File: src/hw/rtl/spcalu_pkg.sv
// spcalu_pkg: operation codes, flag mask bits and item types of the byte/word ALU
// no dependencies; used by spcalu_core and spc700_alu_flags
`timescale 1ns / 1ps

package spcalu_pkg;

  // field widths
  localparam int unsigned ModeW = 5;
  localparam int unsigned WordW = 16;
  localparam int unsigned ByteW = 8;
  localparam int unsigned MaskW = 5;

  // operation codes
  localparam logic [ModeW-1:0] OP_ADC  = 5'd0;
  localparam logic [ModeW-1:0] OP_ADDW = 5'd1;
  localparam logic [ModeW-1:0] OP_AND  = 5'd2;
  localparam logic [ModeW-1:0] OP_CMP  = 5'd3;
  localparam logic [ModeW-1:0] OP_CMPW = 5'd4;
  localparam logic [ModeW-1:0] OP_EOR  = 5'd5;
  localparam logic [ModeW-1:0] OP_OR   = 5'd6;
  localparam logic [ModeW-1:0] OP_SBC  = 5'd7;
  localparam logic [ModeW-1:0] OP_SUBW = 5'd8;
  localparam logic [ModeW-1:0] OP_INC  = 5'd9;
  localparam logic [ModeW-1:0] OP_INCW = 5'd10;
  localparam logic [ModeW-1:0] OP_DEC  = 5'd11;
  localparam logic [ModeW-1:0] OP_DECW = 5'd12;
  localparam logic [ModeW-1:0] OP_ASL  = 5'd13;
  localparam logic [ModeW-1:0] OP_LSR  = 5'd14;
  localparam logic [ModeW-1:0] OP_ROL  = 5'd15;
  localparam logic [ModeW-1:0] OP_ROR  = 5'd16;

  // flag write mask bits
  localparam int unsigned MB_C = 0;
  localparam int unsigned MB_Z = 1;
  localparam int unsigned MB_H = 2;
  localparam int unsigned MB_V = 3;
  localparam int unsigned MB_N = 4;

  localparam logic [MaskW-1:0] MASK_ALL = 5'b11111;
  localparam logic [MaskW-1:0] MASK_NZ  = 5'b10010;
  localparam logic [MaskW-1:0] MASK_NZC = 5'b10011;
  localparam logic [MaskW-1:0] MASK_NONE = 5'b00000;

  // one input item
  typedef struct packed {
    logic [ModeW-1:0] mode;
    logic [WordW-1:0] operand_a;
    logic [WordW-1:0] operand_b;
    logic             carry_in;
  } alu_op_t;

  // one result item
  typedef struct packed {
    logic [WordW-1:0] result;
    logic             flag_n;
    logic             flag_v;
    logic             flag_h;
    logic             flag_z;
    logic             flag_c;
    logic [MaskW-1:0] flag_write_mask;
  } alu_res_t;

endpackage

File: src/hw/rtl/spcalu_core.sv
// spcalu_core: combinational ALU datapath, one operation to value, flags and mask
// depends on spcalu_pkg
`timescale 1ns / 1ps

module spcalu_core (
  input  spcalu_pkg::alu_op_t  op,
  output spcalu_pkg::alu_res_t res
);

  // byte adder operands
  logic [7:0]  a8;
  logic [7:0]  b8;
  logic [7:0]  y8;
  logic [8:0]  sum8;
  logic [7:0]  r8;
  // word adder operands
  logic [15:0] y16;
  logic [16:0] sum16;
  logic        cin16;
  // compare differences
  logic [7:0]  d8;
  logic [15:0] d16;
  // increment and decrement
  logic [7:0]  inc8;
  logic [7:0]  dec8;
  logic [15:0] inc16;
  logic [15:0] dec16;

  assign a8 = op.operand_a[7:0];
  assign b8 = op.operand_b[7:0];

  // byte add or subtract with carry, subtract uses inverted operand
  assign y8   = (op.mode == spcalu_pkg::OP_SBC) ? ~b8 : b8;
  assign sum8 = {1'b0, a8} + {1'b0, y8} + {8'd0, op.carry_in};
  assign r8   = sum8[7:0];

  // word add or subtract, carry forced by the operation
  assign y16   = (op.mode == spcalu_pkg::OP_SUBW) ? ~op.operand_b : op.operand_b;
  assign cin16 = (op.mode == spcalu_pkg::OP_SUBW);
  assign sum16 = {1'b0, op.operand_a} + {1'b0, y16} + {16'd0, cin16};

  // compare, increment, decrement
  assign d8    = a8 - b8;
  assign d16   = op.operand_a - op.operand_b;
  assign inc8  = a8 + 8'd1;
  assign dec8  = a8 - 8'd1;
  assign inc16 = op.operand_a + 16'd1;
  assign dec16 = op.operand_a - 16'd1;

  // operation select and flag masking
  always_comb begin
    logic [15:0] val;
    logic        fn;
    logic        fv;
    logic        fh;
    logic        fz;
    logic        fc;
    logic [4:0]  msk;
    val = '0;
    fn  = 1'b0;
    fv  = 1'b0;
    fh  = 1'b0;
    fz  = 1'b0;
    fc  = 1'b0;
    msk = spcalu_pkg::MASK_NONE;
    unique case (op.mode)
      spcalu_pkg::OP_ADC, spcalu_pkg::OP_SBC: begin
        val = {8'd0, r8};
        fn  = r8[7];
        fv  = ~(a8[7] ^ y8[7]) & (y8[7] ^ r8[7]);
        fh  = a8[4] ^ y8[4] ^ r8[4];
        fz  = (r8 == 8'd0);
        fc  = sum8[8];
        msk = spcalu_pkg::MASK_ALL;
      end
      spcalu_pkg::OP_ADDW, spcalu_pkg::OP_SUBW: begin
        val = sum16[15:0];
        fn  = sum16[15];
        fv  = ~(op.operand_a[15] ^ y16[15]) & (y16[15] ^ sum16[15]);
        fh  = op.operand_a[12] ^ y16[12] ^ sum16[12];
        fz  = (sum16[15:0] == 16'd0);
        fc  = sum16[16];
        msk = spcalu_pkg::MASK_ALL;
      end
      spcalu_pkg::OP_AND: begin
        val = {8'd0, a8 & b8};
        msk = spcalu_pkg::MASK_NZ;
      end
      spcalu_pkg::OP_EOR: begin
        val = {8'd0, a8 ^ b8};
        msk = spcalu_pkg::MASK_NZ;
      end
      spcalu_pkg::OP_OR: begin
        val = {8'd0, a8 | b8};
        msk = spcalu_pkg::MASK_NZ;
      end
      spcalu_pkg::OP_CMP: begin
        val = {8'd0, a8};
        fn  = d8[7];
        fz  = (d8 == 8'd0);
        fc  = (a8 >= b8);
        msk = spcalu_pkg::MASK_NZC;
      end
      spcalu_pkg::OP_CMPW: begin
        val = op.operand_a;
        fn  = d16[15];
        fz  = (d16 == 16'd0);
        fc  = (op.operand_a >= op.operand_b);
        msk = spcalu_pkg::MASK_NZC;
      end
      spcalu_pkg::OP_INC: begin
        val = {8'd0, inc8};
        msk = spcalu_pkg::MASK_NZ;
      end
      spcalu_pkg::OP_DEC: begin
        val = {8'd0, dec8};
        msk = spcalu_pkg::MASK_NZ;
      end
      spcalu_pkg::OP_INCW: begin
        val = inc16;
        msk = spcalu_pkg::MASK_NZ;
      end
      spcalu_pkg::OP_DECW: begin
        val = dec16;
        msk = spcalu_pkg::MASK_NZ;
      end
      spcalu_pkg::OP_ASL: begin
        val = {8'd0, a8[6:0], 1'b0};
        fc  = a8[7];
        msk = spcalu_pkg::MASK_NZC;
      end
      spcalu_pkg::OP_LSR: begin
        val = {8'd0, 1'b0, a8[7:1]};
        fc  = a8[0];
        msk = spcalu_pkg::MASK_NZC;
      end
      spcalu_pkg::OP_ROL: begin
        val = {8'd0, a8[6:0], op.carry_in};
        fc  = a8[7];
        msk = spcalu_pkg::MASK_NZC;
      end
      spcalu_pkg::OP_ROR: begin
        val = {8'd0, op.carry_in, a8[7:1]};
        fc  = a8[0];
        msk = spcalu_pkg::MASK_NZC;
      end
      default: begin
        val = '0;
        msk = spcalu_pkg::MASK_NONE;
      end
    endcase

    // logic, shift and inc/dec flags come straight from the value
    if (msk == spcalu_pkg::MASK_NZ || msk == spcalu_pkg::MASK_NZC) begin
      if (op.mode != spcalu_pkg::OP_CMP && op.mode != spcalu_pkg::OP_CMPW) begin
        if (op.mode == spcalu_pkg::OP_INCW || op.mode == spcalu_pkg::OP_DECW) begin
          fn = val[15];
        end else begin
          fn = val[7];
        end
        fz = (val == 16'd0);
      end
    end

    res.result          = val;
    res.flag_n          = fn & msk[spcalu_pkg::MB_N];
    res.flag_v          = fv & msk[spcalu_pkg::MB_V];
    res.flag_h          = fh & msk[spcalu_pkg::MB_H];
    res.flag_z          = fz & msk[spcalu_pkg::MB_Z];
    res.flag_c          = fc & msk[spcalu_pkg::MB_C];
    res.flag_write_mask = msk;
  end

endmodule

File: src/hw/rtl/spc700_alu_flags.sv
// spc700_alu_flags: top level, input register, ALU datapath and result register
// depends on spcalu_pkg and spcalu_core
`timescale 1ns / 1ps

// Byte/word ALU with status flags.
// Input channel: in_valid, in_stall and the item fields in_mode, in_operand_a,
// in_operand_b, in_carry_in. An item is taken at a clock edge with in_valid
// high and in_stall low.
// Result channel: out_valid, out_stall and out_result plus the N V H Z C flags
// and out_flag_write_mask. A flag whose mask bit is clear reads as zero.
// The item is captured in the input register, passes the ALU logic and then
// lands in the result register.
// Throughput is one item per cycle; the two-register pipeline advances every
// cycle that the result register is empty or being taken.
// When out_stall holds a result, the input register still fills, so one more
// item is taken before in_stall rises; no item is lost or repeated.
// Reset (rst_n low at a clock edge) empties both registers; no result is
// pending afterwards and in_stall is low.

module spc700_alu_flags (
  input  logic        clk,
  input  logic        rst_n,
  input  logic        in_valid,
  output logic        in_stall,
  input  logic [4:0]  in_mode,
  input  logic [15:0] in_operand_a,
  input  logic [15:0] in_operand_b,
  input  logic        in_carry_in,
  output logic        out_valid,
  input  logic        out_stall,
  output logic [15:0] out_result,
  output logic        out_flag_n,
  output logic        out_flag_v,
  output logic        out_flag_h,
  output logic        out_flag_z,
  output logic        out_flag_c,
  output logic [4:0]  out_flag_write_mask
);

  logic                 s1_valid_r;
  logic                 s1_valid_nxt;
  spcalu_pkg::alu_op_t  s1_op_r;
  logic                 s2_valid_r;
  logic                 s2_valid_nxt;
  spcalu_pkg::alu_res_t s2_res_r;
  spcalu_pkg::alu_res_t alu_res;
  logic                 s2_load;
  logic                 s1_load;

  // pipeline advance
  assign s2_load  = !s2_valid_r || !out_stall;
  assign s1_load  = !s1_valid_r || s2_load;
  assign in_stall = !s1_load;

  assign s1_valid_nxt = s1_load ? in_valid : s1_valid_r;
  assign s2_valid_nxt = s2_load ? s1_valid_r : s2_valid_r;

  // valid bits
  always_ff @(posedge clk) begin
    if (!rst_n) begin
      s1_valid_r <= 1'b0;
      s2_valid_r <= 1'b0;
    end else begin
      s1_valid_r <= s1_valid_nxt;
      s2_valid_r <= s2_valid_nxt;
    end
  end

  // input register
  always_ff @(posedge clk) begin
    if (s1_load) begin
      s1_op_r.mode      <= in_mode;
      s1_op_r.operand_a <= in_operand_a;
      s1_op_r.operand_b <= in_operand_b;
      s1_op_r.carry_in  <= in_carry_in;
    end
  end

  // alu datapath
  spcalu_core u_core (
    .op  (s1_op_r),
    .res (alu_res)
  );

  // result register
  always_ff @(posedge clk) begin
    if (s2_load) begin
      s2_res_r <= alu_res;
    end
  end

  assign out_valid           = s2_valid_r;
  assign out_result          = s2_res_r.result;
  assign out_flag_n          = s2_res_r.flag_n;
  assign out_flag_v          = s2_res_r.flag_v;
  assign out_flag_h          = s2_res_r.flag_h;
  assign out_flag_z          = s2_res_r.flag_z;
  assign out_flag_c          = s2_res_r.flag_c;
  assign out_flag_write_mask = s2_res_r.flag_write_mask;

  // unwritten flags read as zero
  a_mask_clears: assert property (@(posedge clk) disable iff (!rst_n)
    out_valid |-> ((out_flag_n & ~out_flag_write_mask[spcalu_pkg::MB_N]) == 1'b0 &&
                   (out_flag_v & ~out_flag_write_mask[spcalu_pkg::MB_V]) == 1'b0 &&
                   (out_flag_h & ~out_flag_write_mask[spcalu_pkg::MB_H]) == 1'b0 &&
                   (out_flag_z & ~out_flag_write_mask[spcalu_pkg::MB_Z]) == 1'b0 &&
                   (out_flag_c & ~out_flag_write_mask[spcalu_pkg::MB_C]) == 1'b0))
    else $error("unwritten flag set");

  // an unused mode gives a zero result
  a_nop_zero: assert property (@(posedge clk) disable iff (!rst_n)
    (out_valid && out_flag_write_mask == spcalu_pkg::MASK_NONE) |-> out_result == 16'd0)
    else $error("no-op result not zero");

  // input only stalls with both registers full and the output held
  a_stall_cause: assert property (@(posedge clk) disable iff (!rst_n)
    in_stall |-> (s1_valid_r && out_valid && out_stall))
    else $error("input stalled without back-pressure");

  // a captured item reaches the result register when it has room
  a_advance: assert property (@(posedge clk) disable iff (!rst_n)
    (s1_valid_r && !(out_valid && out_stall)) |=> out_valid)
    else $error("item did not advance");

endmodule
File: config.mk
export PLATFORM = sky130hd
export DESIGN_NAME = spc700_alu_flags
export DESIGN_NICKNAME = d
export VERILOG_FILES = /design/src/hw/rtl/spcalu_pkg.sv /design/src/hw/rtl/spcalu_core.sv /design/src/hw/rtl/spc700_alu_flags.sv
export SDC_FILE = /design/constraint.sdc
export NUM_CORES = 1
export LEC_CHECK = 0
export ABC_CLOCK_PERIOD_IN_PS = 11750
export BUFFER_PORTS_ARGS = -buffer_cell sky130_fd_sc_hd__clkbuf_2
export CAP_MARGIN = 20
export CORE_MARGIN = 5
export CORE_UTILIZATION = 50
export CTS_CLUSTER_DIAMETER = 150
export DETAILED_ROUTE_END_ITERATION = 16
export PLACE_DENSITY = 0.7
export SLEW_MARGIN = 0
export SYNTH_ARGS = -nofsm -noshare
export SYNTH_HDL_FRONTEND = slang
export SYNTH_SLANG_ARGS = --single-unit
File: constraint.sdc
create_clock -name clk -period 11.75 [get_ports clk]
set_clock_uncertainty 0.15 [all_clocks]
set_input_delay 3.525 -clock clk [delete_from_list [all_inputs] [get_ports clk]]
set_output_delay 3.525 -clock clk [all_outputs]
set_load 0.01 [all_outputs]
* Word level (Yosys, flattened, before mapping)
Cells that the tools add are included.
Cells by class: add/subtract/negate cells 10, $mul 0, divide/modulo/power cells 0, $lt $le $gt $ge 2, equality and inequality tests 20, shift operators 0, mux-type cells 14, bitwise logic cells 22, reductions and logical operators 22
Operator list (count):
- $pmux W16 S15 | 1
- $logic_not A16 Y1 | 3
- $eq A5 B4 Y1 const B | 8
- $eq A5 B3 Y1 const B | 4
- $add A16 B16 Y17 | 1
- $add A17 B1 Y17 | 1
- $add A16 B1 Y16 const B | 1
- $ge A16 B16 Y1 | 1
- $logic_not A8 Y1 | 2
- $mux W16 | 1
- $not A16 Y16 | 1
- $sub A16 B1 Y16 const B | 1
- $sub A16 B16 Y16 | 1
- $eq A5 B5 Y1 const B | 3
- $pmux W5 S3 | 1
- $eq A5 B2 Y1 const B | 2
- $add A8 B8 Y9 | 1
- $add A9 B1 Y9 | 1
- $add A8 B1 Y8 const B | 1
- $and A8 B8 Y8 | 1
- $ge A8 B8 Y1 | 1
- $mux W8 | 1
- $not A8 Y8 | 1
- $or A8 B8 Y8 | 1
- other kinds (21) | 50
Word-level totals: register bits 66, latch bits 0, bits in writable memories 0, ROM bits 0, input bits 42, output and inout bits 28, logic and storage cells 103, memories 0

* Logic depth before layout (Yosys ltp)
depth after elaboration 9, mapped depth 19

* Modules after synthesis
Synthesis repeated with hierarchy kept, for this count alone.
Second synthesis, totals: cells, all modules 743, area, all modules 6681.4 µm²
By module, submodules not included:
- spcalu_core | instances 1, cells an instance 671, area an instance 4682.0 µm²
- spc700_alu_flags | instances 1, cells an instance 72, area an instance 1999.4 µm²

* Worst setup path after synthesis
Ideal clock, no wire load.
kind input to output, from input out_stall, to output in_stall, arrival 4.817 ns, setup slack 3.258 ns, cell stages on the path 2, cells stage by stage nand3_1 > inv_1
Between the ends: word-level cells in the longest chain between the ends 4
Ends and longest elaborated chain:
- start, declared | RTL line spc700_alu_flags.sv:30 | input logic out_stall,
- $logic_not A1 Y1 | RTL line spc700_alu_flags.sv:51 | assign s2_load = !s2_valid_r || !out_stall;
- $logic_or A1 B1 Y1 | RTL line spc700_alu_flags.sv:51
- $logic_or A1 B1 Y1 | RTL line spc700_alu_flags.sv:52 | assign s1_load = !s1_valid_r || s2_load;
- $logic_not A1 Y1 | RTL line spc700_alu_flags.sv:53 | assign in_stall = !s1_load;
- end, declared | RTL line spc700_alu_flags.sv:24 | output logic in_stall,
Every way passes these cells.

* Final worst setup path
Same ends and word-level chain as after synthesis.

==> impl_results.md <==
* Outcome: finished clean
* Core Rows at 42
* Post-cts resize count at 0
* Root Driver: clkbuf_16
* Final hold vios at 0
* Crit Path Class: in2out
* # IOs at 70
* DRC viols at 0
* Post-synth net total at between 800 and 900
* MaxCap Viol Count at 0
* Top_reg_cell synth: edfxtp_1
* Total gr overflow at 0
* Area leader, netlist: edfxtp_1
* Placed inst area at 0.00710 mm2
* Finished layout cell area at between 0.007 and 0.008 mm2
* WL final at 18500 um
* Final HPWL DP at 14400 um
* Initial antenna violation count at 0
* Pwr Total at 0.000809 W
* Top cells by count, synth: ha_1 (76), edfxtp_1 (62), xnor2_1 (58), nand2_1 (49), inv_1 (47)
* Vias per cell at 6.14
* Worst Setup End Kind: output port
* Layout cell share with drive strength beyond 1 at 0.137
* Part of the cycle the worst path needs at 0.670
* Setup slack, reg-to-reg at 6.15 ns
* Largest net degree at the start of global routing at 40
* Synth Instances at 726
* Worst-Margin Slew at 1.06 ns
* Rel. slew slack at 0.288
* Setup bufs post-CTS at 0
* Vias at 5954
* Number of synthesized flops with an enable pin at 62
* # clock sinks at 64
* Mean routed wirelength per cell at 19.1 um
* Post-synth top area share at 0.280
* Crit path to: in_stall
* Top post-synthesis cells by area: edfxtp_1 (28%), ha_1 (14%), xnor2_1 (7.6%)
* P&R area growth vs syn at 11.5%
* Critical path cell sequence: clkbuf_2, nand3_2, inv_1, clkbuf_2
* Sequential share of the synthesized area at 0.286
* Global-route wire length before repair at 29700 um
* Post-Syn Area at 0.00665 mm2
* Number of synthesized register bits at 64
* Required time worst endpoint at 8.08 ns
* Worst-Skew Late Latency at 0.34 ns
* Cell variety after synth at 84
* H-Tree Depth at 3
* PD cells at roughly 110 mW/mm2
* Core ar. at 0.0131 mm2
* I/O Buffers at 69
* R2R Path Start: s1_op_r[34]
* Tmin final at 7.88 ns
* Initial detailed-routing violation count at 685
* CP max-delay cell: nand3_2
* Crit path from: out_stall
* Leakage Power at 3.18 nW
* Fmax at roughly 0.13 GHz
* First-pass DRT Iterations at 7
* Worst r2r path cells at 14
* Inserted Diodes at 0
* Final net count at approximately 910
* Crit start category: primary input
* Hold Path Class: reg2reg
* Routability congestion estimate from global placement at around 0.93
* # fillers at 1176
* Count leader, synth: ha_1
* Number of global-route vias before repair at 5750
* CTS buffer count at 9
* Ys async rst share at 0
* Initial Utilization at 0.506
* Die height at 125 um
* TritonCTS clock tree: done
* Clk buf depth at 2
* Syn Area/Cell at 9.15 um2
* WP data arrival at roughly 4.2 ns
* Die width at roughly 130 um
* Setup TNS at 0 ns
* Final-report setup violation count at 0
* Hold Startpoint: s1_valid_r
* Max rail drop VDD at 0.0835 mV
* YS warnings at 0
* Largest stage delay, worst path at 0.26 ns
* Antenna-violating nets left at 0
* Hold_buf cts at 0
* CP max FO at 11
* Tot GR Track Use at 0.235
* FF-to-FF End: out_flag_z
* Cell mode on critical path: clkbuf_2
* Die area at ~0.016 mm2
* RSZ-0062 raised after global routing: false
* Max-slew violations at 0
* Clock Pin Slew Worst Setup and Hold Paths at 0.05 ns
[kinds of logic (layout without fill, tap and decap cells)]
family	after synthesis	in the layout	share of synthesized area
AOI/OAI and AO/OA	211	211	0.223
xor gates and xnor gates	71	71	0.0936
adders and majority gates	82	82	0.161
buffers and inverters	70	137	0.0480
DFF	64	64	0.286
muxes	5	5	0.00791
and+or+nand+nor	223	223	0.181
[worst min-delay path by stage]
stage                     end  depth (start not counted)  slack [ns]
floorplan           out_valid                          2        0.31
global placement    out_valid                          2        0.34
detailed placement  out_valid                          2        0.36
CTS                 out_valid                          2        0.37
global route        out_valid                          2        0.39
finish              out_valid                          2        0.38
[per-stage QoR]
stage	hold slack, ns	util	instances	worst slack, ns
2_1_floorplan	0.309	-	726	3.26
3_3_place_gp	0.341	0.541	952	3.26
3_5_place_dp	0.361	0.541	952	3.20
4_1_cts	0.374	0.563	968	3.20
5_1_grt	0.395	0.564	969	3.78
6_report	0.376	0.564	969	3.87
[where the power goes]
part	internal (W)	total (W)	switching [W]
combinational	0.000106	0.000254	0.000148
clock	0.000163	0.000262	0.0000989
sequential	0.000272	0.000293	0.0000210
[area by class of cell]
class                   count  area, um2  share of cell area
clock buffers              10        229              0.0309
clock inverters             6       60.1             0.00810
inverters                  47        176              0.0238
multi-input cells         592       4430               0.598
flip-flops and latches     64       1900               0.257
well taps                 176        220              0.0297
repair buffers             74        395              0.0533
[metal layers]
layer	global-route usage	routed length [um]
met3	0.0345	1340
met2	0.366	8100
met5	0	0
met1	0.329	8450
met4	0.0944	582
[cells in the final DEF, fill, tap and decap left out, drive strengths merged, types with 5 or more instances in the layout]
cell | synthesis | routed
nor3b | 7 | 7
clkbuf | 6 | 79
ha | 76 | 76
xnor2 | 58 | 58
nand3 | 23 | 23
a31oi | 8 | 8
o21ai | 41 | 41
buf | 17 | 5
inv | 47 | 47
and3 | 5 | 5
nor2b | 16 | 16
o221ai | 5 | 5
xor2 | 13 | 13
nor4 | 16 | 16
fa | 6 | 6
o2111ai | 7 | 7
nand4 | 10 | 10
nor3 | 18 | 18
o21bai | 6 | 6
nand2b | 9 | 9
nand2 | 49 | 49
o21a | 8 | 8
a21o | 14 | 14
a21oi | 42 | 42
nor2 | 40 | 40
a211oi | 9 | 9
edfxtp | 62 | 62
a32oi | 5 | 5
a221oi | 7 | 7
a22oi | 7 | 7
o211ai | 9 | 9
o31ai | 6 | 6
[critical path: cells and delay by family]
family | cells | cell delay, ns
and+or+nand+nor | 1 | 0.26
buffers and inverters | 3 | 0.42
[flip-flops by register name, summed over array words and instances (netlist names)]
| signal | count |
|---|---|
| out_result | 16 |
| out_flag_write_mask | 3 |
| out_flag_z | 1 |
| out_flag_c | 1 |
| s1_valid_r | 1 |
| out_flag_h | 1 |
| out_flag_v | 1 |
| out_valid | 1 |
| s1_op_r | 38 |
| out_flag_n | 1 |
Power figures use the tool's default switching activity.
